==> src/rtl/sts_pkg.sv <==
// ----------------------------------------------------------------------------
// sts_pkg: soft timer scheduler package
// shared constants, state and handshake types for the timer scheduler
// ----------------------------------------------------------------------------
package sts_pkg;

  localparam int NUM_TIMERS       = 8;
  localparam int TICKS_PER_SECOND = 100;

  localparam int HW    = (NUM_TIMERS > 1) ? $clog2(NUM_TIMERS) : 1;
  localparam int TW    = 7;
  localparam int SW    = 32;
  localparam int IVW   = 16;
  localparam int HDLW  = 8;
  localparam int FHW   = 3;

  // reciprocal of the tick rate, exact floor for any 16-bit interval
  localparam int RECIP_SHIFT = 24;
  localparam int RECIP       = ((1 << RECIP_SHIFT) + TICKS_PER_SECOND - 1) / TICKS_PER_SECOND;
  localparam int PW          = IVW + RECIP_SHIFT;

  localparam logic OP_TICK = 1'b0;
  localparam logic OP_SET  = 1'b1;

  localparam logic KIND_EVENT = 1'b0;
  localparam logic KIND_REPLY = 1'b1;

  localparam logic ST_OK    = 1'b0;
  localparam logic ST_RANGE = 1'b1;

  typedef enum logic [2:0] {
    S_IDLE,
    S_SET_WAIT,
    S_SCAN,
    S_RESCHED,
    S_EMIT
  } state_t;

  typedef struct packed {
    logic           start;
    logic [IVW-1:0] interval;
    logic [SW-1:0]  now_sec;
    logic [TW-1:0]  now_tick;
  } sched_req_t;

  typedef struct packed {
    logic          done;
    logic [SW-1:0] dsec;
    logic [TW-1:0] dtick;
  } sched_rsp_t;

endpackage

==> src/rtl/soft_timer_scheduler.sv <==
// ----------------------------------------------------------------------------
// soft_timer_scheduler: eight-channel software timer scheduler
// keeps a 10 ms tick and seconds count, arms timers and reports expiries
// ----------------------------------------------------------------------------
// A request is taken when start is high and busy is low. A set request that
// arms a timer runs one deadline computation in the shared three-step unit; a
// stop or an out-of-range set is answered straight from idle. A tick request
// scans the timers one after another and then gives one event per expiry; each
// repeating timer that fires is rescheduled during the scan, through the same
// unit. Every result shows on the result ports for exactly one cycle with
// strobe high and cannot be held off; last marks the final result of a request,
// and a tick on which nothing expires gives none.
module soft_timer_scheduler (
  input  logic                      clk,
  input  logic                      rst,
  input  logic                      start,
  output logic                      busy,
  input  logic                      opcode,
  input  logic [sts_pkg::HDLW-1:0]  timer_handle,
  input  logic [sts_pkg::IVW-1:0]   interval_ticks,
  input  logic                      one_shot,
  output logic                      strobe,
  output logic                      kind,
  output logic                      status,
  output logic [sts_pkg::FHW-1:0]   fired_handle,
  output logic [sts_pkg::SW-1:0]    uptime_seconds,
  output logic [sts_pkg::TW-1:0]    tick_in_second,
  output logic                      last
);

  sts_pkg::state_t state, state_next;

  logic [sts_pkg::TW-1:0]         tick_count, tick_next;
  logic [sts_pkg::SW-1:0]         second_count, second_next;
  logic [sts_pkg::NUM_TIMERS-1:0] enabled_mask, enabled_next;
  logic [sts_pkg::NUM_TIMERS-1:0] repeat_mask, repeat_next;
  logic [sts_pkg::NUM_TIMERS-1:0] match, match_next;
  logic [sts_pkg::NUM_TIMERS-1:0] match_rest;
  logic [sts_pkg::HW-1:0]         idx, idx_next;
  logic [sts_pkg::HW-1:0]         first;
  logic                           found;

  logic [sts_pkg::IVW-1:0] interval_store  [sts_pkg::NUM_TIMERS];
  logic [sts_pkg::SW-1:0]  deadline_second [sts_pkg::NUM_TIMERS];
  logic [sts_pkg::TW-1:0]  deadline_tick   [sts_pkg::NUM_TIMERS];

  logic                    iv_we;
  logic                    dl_we;
  logic                    hit;
  logic                    last_timer;

  logic                    strobe_next;
  logic                    kind_next;
  logic                    status_next;
  logic [sts_pkg::FHW-1:0] handle_next;
  logic                    last_next;

  sts_pkg::sched_req_t sreq;
  sts_pkg::sched_rsp_t srsp;

  sts_sched u_sched (
    .clk (clk),
    .rst (rst),
    .req (sreq),
    .rsp (srsp)
  );

  assign busy       = state != sts_pkg::S_IDLE;
  assign hit        = enabled_mask[idx] && (deadline_second[idx] == second_count)
                      && (deadline_tick[idx] == tick_count);
  assign last_timer = idx == sts_pkg::HW'(sts_pkg::NUM_TIMERS - 1);

  // lowest pending expiry
  always_comb begin
    first = '0;
    found = 1'b0;
    for (int i = 0; i < sts_pkg::NUM_TIMERS; i++) begin
      if (match[i] && !found) begin
        first = sts_pkg::HW'(i);
        found = 1'b1;
      end
    end
    match_rest        = match;
    match_rest[first] = 1'b0;
  end

  always_ff @(posedge clk) begin
    if (rst) begin
      state        <= sts_pkg::S_IDLE;
      tick_count   <= '0;
      second_count <= '0;
      enabled_mask <= '0;
      repeat_mask  <= '0;
      match        <= '0;
      idx          <= '0;
      strobe       <= 1'b0;
    end else begin
      state        <= state_next;
      tick_count   <= tick_next;
      second_count <= second_next;
      enabled_mask <= enabled_next;
      repeat_mask  <= repeat_next;
      match        <= match_next;
      idx          <= idx_next;
      strobe       <= strobe_next;
    end
  end

  always_ff @(posedge clk) begin
    if (iv_we) begin
      interval_store[idx_next] <= interval_ticks;
    end
    if (dl_we) begin
      deadline_second[idx] <= srsp.dsec;
      deadline_tick[idx]   <= srsp.dtick;
    end
    if (strobe_next) begin
      kind           <= kind_next;
      status         <= status_next;
      fired_handle   <= handle_next;
      last           <= last_next;
      uptime_seconds <= second_count;
      tick_in_second <= tick_count;
    end
  end

  always_comb begin
    state_next    = state;
    tick_next     = tick_count;
    second_next   = second_count;
    enabled_next  = enabled_mask;
    repeat_next   = repeat_mask;
    match_next    = match;
    idx_next      = idx;
    iv_we         = 1'b0;
    dl_we         = 1'b0;
    strobe_next   = 1'b0;
    kind_next     = sts_pkg::KIND_REPLY;
    status_next   = sts_pkg::ST_OK;
    handle_next   = '0;
    last_next     = 1'b1;
    sreq.start    = 1'b0;
    sreq.interval = (state == sts_pkg::S_IDLE) ? interval_ticks : interval_store[idx];
    sreq.now_sec  = second_count;
    sreq.now_tick = tick_count;

    unique case (state)
      sts_pkg::S_IDLE: begin
        if (start) begin
          if (opcode == sts_pkg::OP_SET) begin
            if (timer_handle >= sts_pkg::HDLW'(sts_pkg::NUM_TIMERS)) begin
              strobe_next = 1'b1;
              status_next = sts_pkg::ST_RANGE;
            end else if (interval_ticks == '0) begin
              enabled_next[timer_handle[sts_pkg::HW-1:0]] = 1'b0;
              strobe_next = 1'b1;
            end else begin
              idx_next = timer_handle[sts_pkg::HW-1:0];
              enabled_next[idx_next] = 1'b1;
              repeat_next[idx_next]  = !one_shot;
              iv_we      = 1'b1;
              sreq.start = 1'b1;
              state_next = sts_pkg::S_SET_WAIT;
            end
          end else begin
            if (tick_count == sts_pkg::TW'(sts_pkg::TICKS_PER_SECOND - 1)) begin
              tick_next   = '0;
              second_next = second_count + 32'd1;
            end else begin
              tick_next = tick_count + 7'd1;
            end
            idx_next   = '0;
            match_next = '0;
            state_next = sts_pkg::S_SCAN;
          end
        end
      end
      sts_pkg::S_SET_WAIT: begin
        if (srsp.done) begin
          dl_we       = 1'b1;
          strobe_next = 1'b1;
          state_next  = sts_pkg::S_IDLE;
        end
      end
      sts_pkg::S_SCAN: begin
        if (hit) begin
          match_next[idx] = 1'b1;
        end
        if (hit && repeat_mask[idx]) begin
          sreq.start = 1'b1;
          state_next = sts_pkg::S_RESCHED;
        end else begin
          if (hit) begin
            enabled_next[idx] = 1'b0;
          end
          if (last_timer) begin
            state_next = sts_pkg::S_EMIT;
          end else begin
            idx_next = idx + sts_pkg::HW'(1);
          end
        end
      end
      sts_pkg::S_RESCHED: begin
        if (srsp.done) begin
          dl_we = 1'b1;
          if (last_timer) begin
            state_next = sts_pkg::S_EMIT;
          end else begin
            idx_next   = idx + sts_pkg::HW'(1);
            state_next = sts_pkg::S_SCAN;
          end
        end
      end
      sts_pkg::S_EMIT: begin
        if (!found) begin
          state_next = sts_pkg::S_IDLE;
        end else begin
          strobe_next = 1'b1;
          kind_next   = sts_pkg::KIND_EVENT;
          handle_next = sts_pkg::FHW'(first);
          last_next   = match_rest == '0;
          match_next  = match_rest;
          if (match_rest == '0) begin
            state_next = sts_pkg::S_IDLE;
          end
        end
      end
      default: begin
        state_next = sts_pkg::S_IDLE;
      end
    endcase
  end

  // deadline unit answers only while a computation is awaited
  a_done_expected: assert property (@(posedge clk) disable iff (rst)
    srsp.done |-> (state == sts_pkg::S_SET_WAIT || state == sts_pkg::S_RESCHED))
    else $error("deadline unit done outside a wait state");

  // a reply is always the only and final result of its request
  a_reply_last: assert property (@(posedge clk) disable iff (rst)
    (strobe && kind == sts_pkg::KIND_REPLY) |-> last)
    else $error("set reply without last");

  // events carry success status and report an in-range tick
  a_event_fields: assert property (@(posedge clk) disable iff (rst)
    (strobe && kind == sts_pkg::KIND_EVENT) |->
      (status == sts_pkg::ST_OK && tick_in_second < sts_pkg::TW'(sts_pkg::TICKS_PER_SECOND)))
    else $error("malformed expiry event");

  // after the final result the block is ready again
  a_last_idle: assert property (@(posedge clk) disable iff (rst)
    (strobe && last) |-> !busy || $past(state == sts_pkg::S_IDLE))
    else $error("still busy after final result");

endmodule

==> src/rtl/sts_sched.sv <==
// ----------------------------------------------------------------------------
// sts_sched: deadline unit
// three-step unit computing now + interval with ticks carried into seconds
// ----------------------------------------------------------------------------
module sts_sched (
  input  logic               clk,
  input  logic               rst,
  input  sts_pkg::sched_req_t req,
  output sts_pkg::sched_rsp_t rsp
);

  logic                       va;
  logic                       vb;
  logic                       vc;
  logic [sts_pkg::IVW-1:0]    iv_a;
  logic [sts_pkg::PW-1:0]     prod_a;
  logic [sts_pkg::IVW-1:0]    q_b;
  logic [sts_pkg::TW-1:0]     rem_b;
  logic [sts_pkg::IVW-1:0]    q_a;
  logic [sts_pkg::IVW-1:0]    qm_a;
  logic [sts_pkg::TW:0]       sum_b;
  logic                       carry_b;
  logic [sts_pkg::SW-1:0]     dsec;
  logic [sts_pkg::TW-1:0]     dtick;

  always_ff @(posedge clk) begin
    if (rst) begin
      va <= 1'b0;
      vb <= 1'b0;
      vc <= 1'b0;
    end else begin
      va <= req.start;
      vb <= va;
      vc <= vb;
    end
  end

  assign q_a     = prod_a[sts_pkg::RECIP_SHIFT +: sts_pkg::IVW];
  assign qm_a    = sts_pkg::IVW'(q_a * sts_pkg::IVW'(sts_pkg::TICKS_PER_SECOND));
  assign sum_b   = (sts_pkg::TW+1)'(req.now_tick) + (sts_pkg::TW+1)'(rem_b);
  assign carry_b = sum_b >= (sts_pkg::TW+1)'(sts_pkg::TICKS_PER_SECOND);

  always_ff @(posedge clk) begin
    if (req.start) begin
      iv_a   <= req.interval;
      prod_a <= sts_pkg::PW'(req.interval) * sts_pkg::PW'(sts_pkg::RECIP);
    end
    if (va) begin
      q_b   <= q_a;
      rem_b <= sts_pkg::TW'(iv_a - qm_a);
    end
    if (vb) begin
      if (carry_b) begin
        dtick <= sts_pkg::TW'(sum_b - (sts_pkg::TW+1)'(sts_pkg::TICKS_PER_SECOND));
        dsec  <= req.now_sec + sts_pkg::SW'(q_b) + 32'd1;
      end else begin
        dtick <= sts_pkg::TW'(sum_b);
        dsec  <= req.now_sec + sts_pkg::SW'(q_b);
      end
    end
  end

  assign rsp.done  = vc;
  assign rsp.dsec  = dsec;
  assign rsp.dtick = dtick;

endmodule

==> config.mk <==
export PLATFORM = sky130hd
export DESIGN_NAME = soft_timer_scheduler
export DESIGN_NICKNAME = d
export VERILOG_FILES = /design/src/rtl/sts_pkg.sv /design/src/rtl/soft_timer_scheduler.sv /design/src/rtl/sts_sched.sv
export SDC_FILE = /design/constraint.sdc
export NUM_CORES = 1
export LEC_CHECK = 0
export ABC_CLOCK_PERIOD_IN_PS = 9250
export BUFFER_PORTS_ARGS = -buffer_cell sky130_fd_sc_hd__buf_2
export CORE_MARGIN = 2
export CORE_UTILIZATION = 45
export CTS_BUF_LIST = sky130_fd_sc_hd__clkbuf_16
export DETAILED_ROUTE_END_ITERATION = 8
export HOLD_SLACK_MARGIN = 0.02
export SETUP_SLACK_MARGIN = 0.5
export SLEW_MARGIN = 10
export SYNTH_ARGS = -nofsm -noshare
export SYNTH_HDL_FRONTEND = slang
export SYNTH_SLANG_ARGS = --single-unit
==> constraint.sdc <==
create_clock -name clk -period 9.25 [get_ports clk]
set_input_delay 1.3875 -clock clk [delete_from_list [all_inputs] [get_ports clk]]
set_output_delay 1.3875 -clock clk [all_outputs]
set_load 0.02 [all_outputs]
==> results.json <==
{
  "status": "finished clean",
  "drtIter0Drc": 1818,
  "synth_warnings": 0,
  "wl_met2_um": 42200,
  "antenna_found_initial": 1,
  "htreeDepth": 2,
  "synthCells": 2385,
  "clockBufferDepth": 3,
  "ys_ff_latch": 631,
  "finalInstanceArea_mm2": 0.0356,
  "worst_hold_path.num_cells": 0,
  "tritoncts": "built",
  "hold_violations": 0,
  "ios": 76,
  "final_cell_mix": "558 x edfxtp_1, 210 x inv_1, 165 x ha_1",
  "post-route-util_pct": 50.6,
  "ys_seq_area_share_pct": 56.7,
  "r2r_start": "idx[0]",
  "drv_cap": 0,
  "clock_latency_ns": 0.66,
  "synth_ff_type": "edfxtp_1",
  "p_int_mw": 6.75,
  "start_kind": "flop",
  "firstDrtPassIters": 5,
  "worst-setup-path-type": "reg -> reg",
  "nNetsFinal": 2775,
  "drive_gt1_share_pct": 12.9,
  "path_buf_inv": 6,
  "num-fill-cells": 6033,
  "numCtsBuffers": 61,
  "fin_setup_tns_ns": 0,
  "floorplan.initialDensity_pct": 45.6,
  "fin_skew_ns": 0.0393,
  "seq_power_share_pct": 29.1,
  "cp_max_fo": 44,
  "timing.final.crit_share_pct": 89.9,
  "vias": 19830,
  "fin_crit_ns": 8.32,
  "hold_start": "u_sched.iv_a[0]",
  "route.met3.wl_um": 4080,
  "r2r_cells": 27,
  "syn_area_per_cell_um2": 13.5,
  "placed_area_mm2": 0.0337,
  "wl_met1_um": 36600,
  "grt_max_degree": 57,
  "worst_path_largest_cell_delay_ns": 0.77,
  "die_area_mm2": 0.0735,
  "p_leak_nw": 13.0,
  "rsz0062_at_grt": "no",
  "p_clk_share_pct": 22.1,
  "final_common_cell": "edfxtp_1",
  "drcViolationCount": 0,
  "cts_num_sinks": 631,
  "worstSetupEndpointType": "flop",
  "fp.dieH_um": 271,
  "critical_path_cell_count": 27,
  "holdBufCountCts": 0,
  "max_freq_ghz": 0.120,
  "port-buffer-count": 75,
  "synthesis.area_mm2": 0.0321,
  "max-slew-margin-rel_pct": 20.4,
  "ir_drop_uv": 997,
  "row_count": 97,
  "cp_data_arrival_time_ns": 8.71,
  "setup_violations": 0,
  "wirelength_um": 85000,
  "hp-class": "reg -> reg",
  "crit_start": "idx[0]",
  "required_ns": 9.64,
  "total_power_mw": 10.9,
  "grt_usage_pct": 23.1,
  "maxSlewViolCount": 0,
  "drtAntennaViolNets": 0,
  "clk_pin_slew_ns": 0.06,
  "antenna_cells": 0,
  "synth-edff-count": 558,
  "ys_types": 89,
  "pwr_density_cell_mw_per_mm2": 307,
  "switching_power_mw": 4.19,
  "die_x_um": 271,
  "fp.coreArea_mm2": 0.0704,
  "whs_ns": 0.433,
  "clock_tree.root_cell": "clkbuf_16",
  "drt-vias-per-instance": 5.71,
  "pwr-share-comb_pct": 48.9,
  "async_flop_share_pct": 0,
  "grt-ovfl-total": 0,
  "wl_per_cell_um": 24.5,
  "highest_layer": "met4",
  "synth_nets": 2681,
  "worst_slew_pin_slew_ns": 1.19,
  "hpwlAfterDp_um": 58400,
  "area.growth.synth_to_final_pct": 10.9,
  "grt_pass1_wl_um": 128000,
  "cpMaxStageDelayCell": "dfxtp_4",
  "cp_top_family": "adder cells",
  "place.gp.congestion": 0.903,
  "p_sw_share_pct": 38.3,
  "first_global_vias": 20181
}
final cells by class:
cell class / count / area (µm²) / share of cell area, %
timing repair buffer: 130 / 805 / 2.26
multi-input combinational: 1458 / 12700 / 35.8
clock inverter: 53 / 403 / 1.13
clock buffer: 61 / 1530 / 4.28
inverter: 197 / 739 / 2.08
sequential: 631 / 18200 / 51.2
tap: 940 / 1180 / 3.30
stage by stage:
step           cells  setup WS, ns
2_1_floorplan   2385         0.604
3_3_place_gp    3355         0.866
3_5_place_dp    3355         0.778
4_1_cts         3469         0.762
5_1_grt         3470         0.501
6_report        3470         0.930
cells in the mapped netlist, types with 23 or more instances:
master	number	area share (%)
edfxtp_1	558	52
inv_1	195	2.3
ha_1	165	6.4
nor2_1	137	1.6
fa_1	102	6.4
nand2_1	102	1.2
a21oi_1	89	1.4
xnor2_1	85	2.3
mux2i_1	75	2.3
dfxtp_1	73	4.6
o21ai_0	71	1.1
clkbuf_1	57	0.67
xor2_1	53	1.4
mux4_2	39	2.7
nor3_1	38	0.59
nand3_1	35	0.55
nor4_1	28	0.55
nor2b_1	26	0.51
a22oi_1	24	0.56
mux2_2	24	0.84
nand4_1	24	0.47
a221oi_1	23	0.63
and3_1	23	0.45
or3_1	23	0.45
metal layers:
| layer | up-vias | GRT usage [%] |
|---|---|---|
| li1 | 9043 | - |
| met1 | 10129 | 31.1 |
| met2 | 544 | 39.5 |
| met3 | 114 | 2.84 |
| met4 | 0 | 6.23 |
| met5 | - | 0 |
what timing repair did:
action / CTS / global route
setup buffers: 0 / 1
endpoints found under the setup margin: 0 / 4
resized for setup: 0 / 2
final timing paths:
kind              slack, ns                  to
setup / recovery       0.93  u_sched.prod_a[31]
hold / removal         0.43    u_sched.rem_b[0]
setup reg to reg       0.93  u_sched.prod_a[31]
hold reg to reg        0.43    u_sched.rem_b[0]
flip-flops by register name, indices dropped and copies added (netlist names), 8 cells and up, named ones only:
name,cells
second_count,32
u_sched.prod_a,10
deadline_tick,56
match,8
u_sched.dsec,32
deadline_second,256
u_sched.q_b,10
repeat_mask,8
interval_store,128
uptime_seconds,32
power groups by stage:
stage,combinational (mW),clock (mW),sequential (mW)
final,5.35,2.41,3.18
after global routing,6.15,2.57,3.18
after CTS,5.39,2.46,3.18
after detailed placement,5.33,0,3.24
after global placement,5.27,0,3.24
after floorplan,3.91,0,3.24
kinds of logic after synthesis:
logic type / count (synthesis) / synth area share, %
AOI/OAI and AO/OA: 372 / 7.88
xor gates and xnor gates: 138 / 3.76
adders and majority gates: 268 / 12.8
buffers and inverters: 296 / 3.88
DFF: 631 / 56.7
muxes: 146 / 6.19
and+or+nand+nor: 534 / 8.73
No activity file was read; power rests on OpenSTA's default activity.
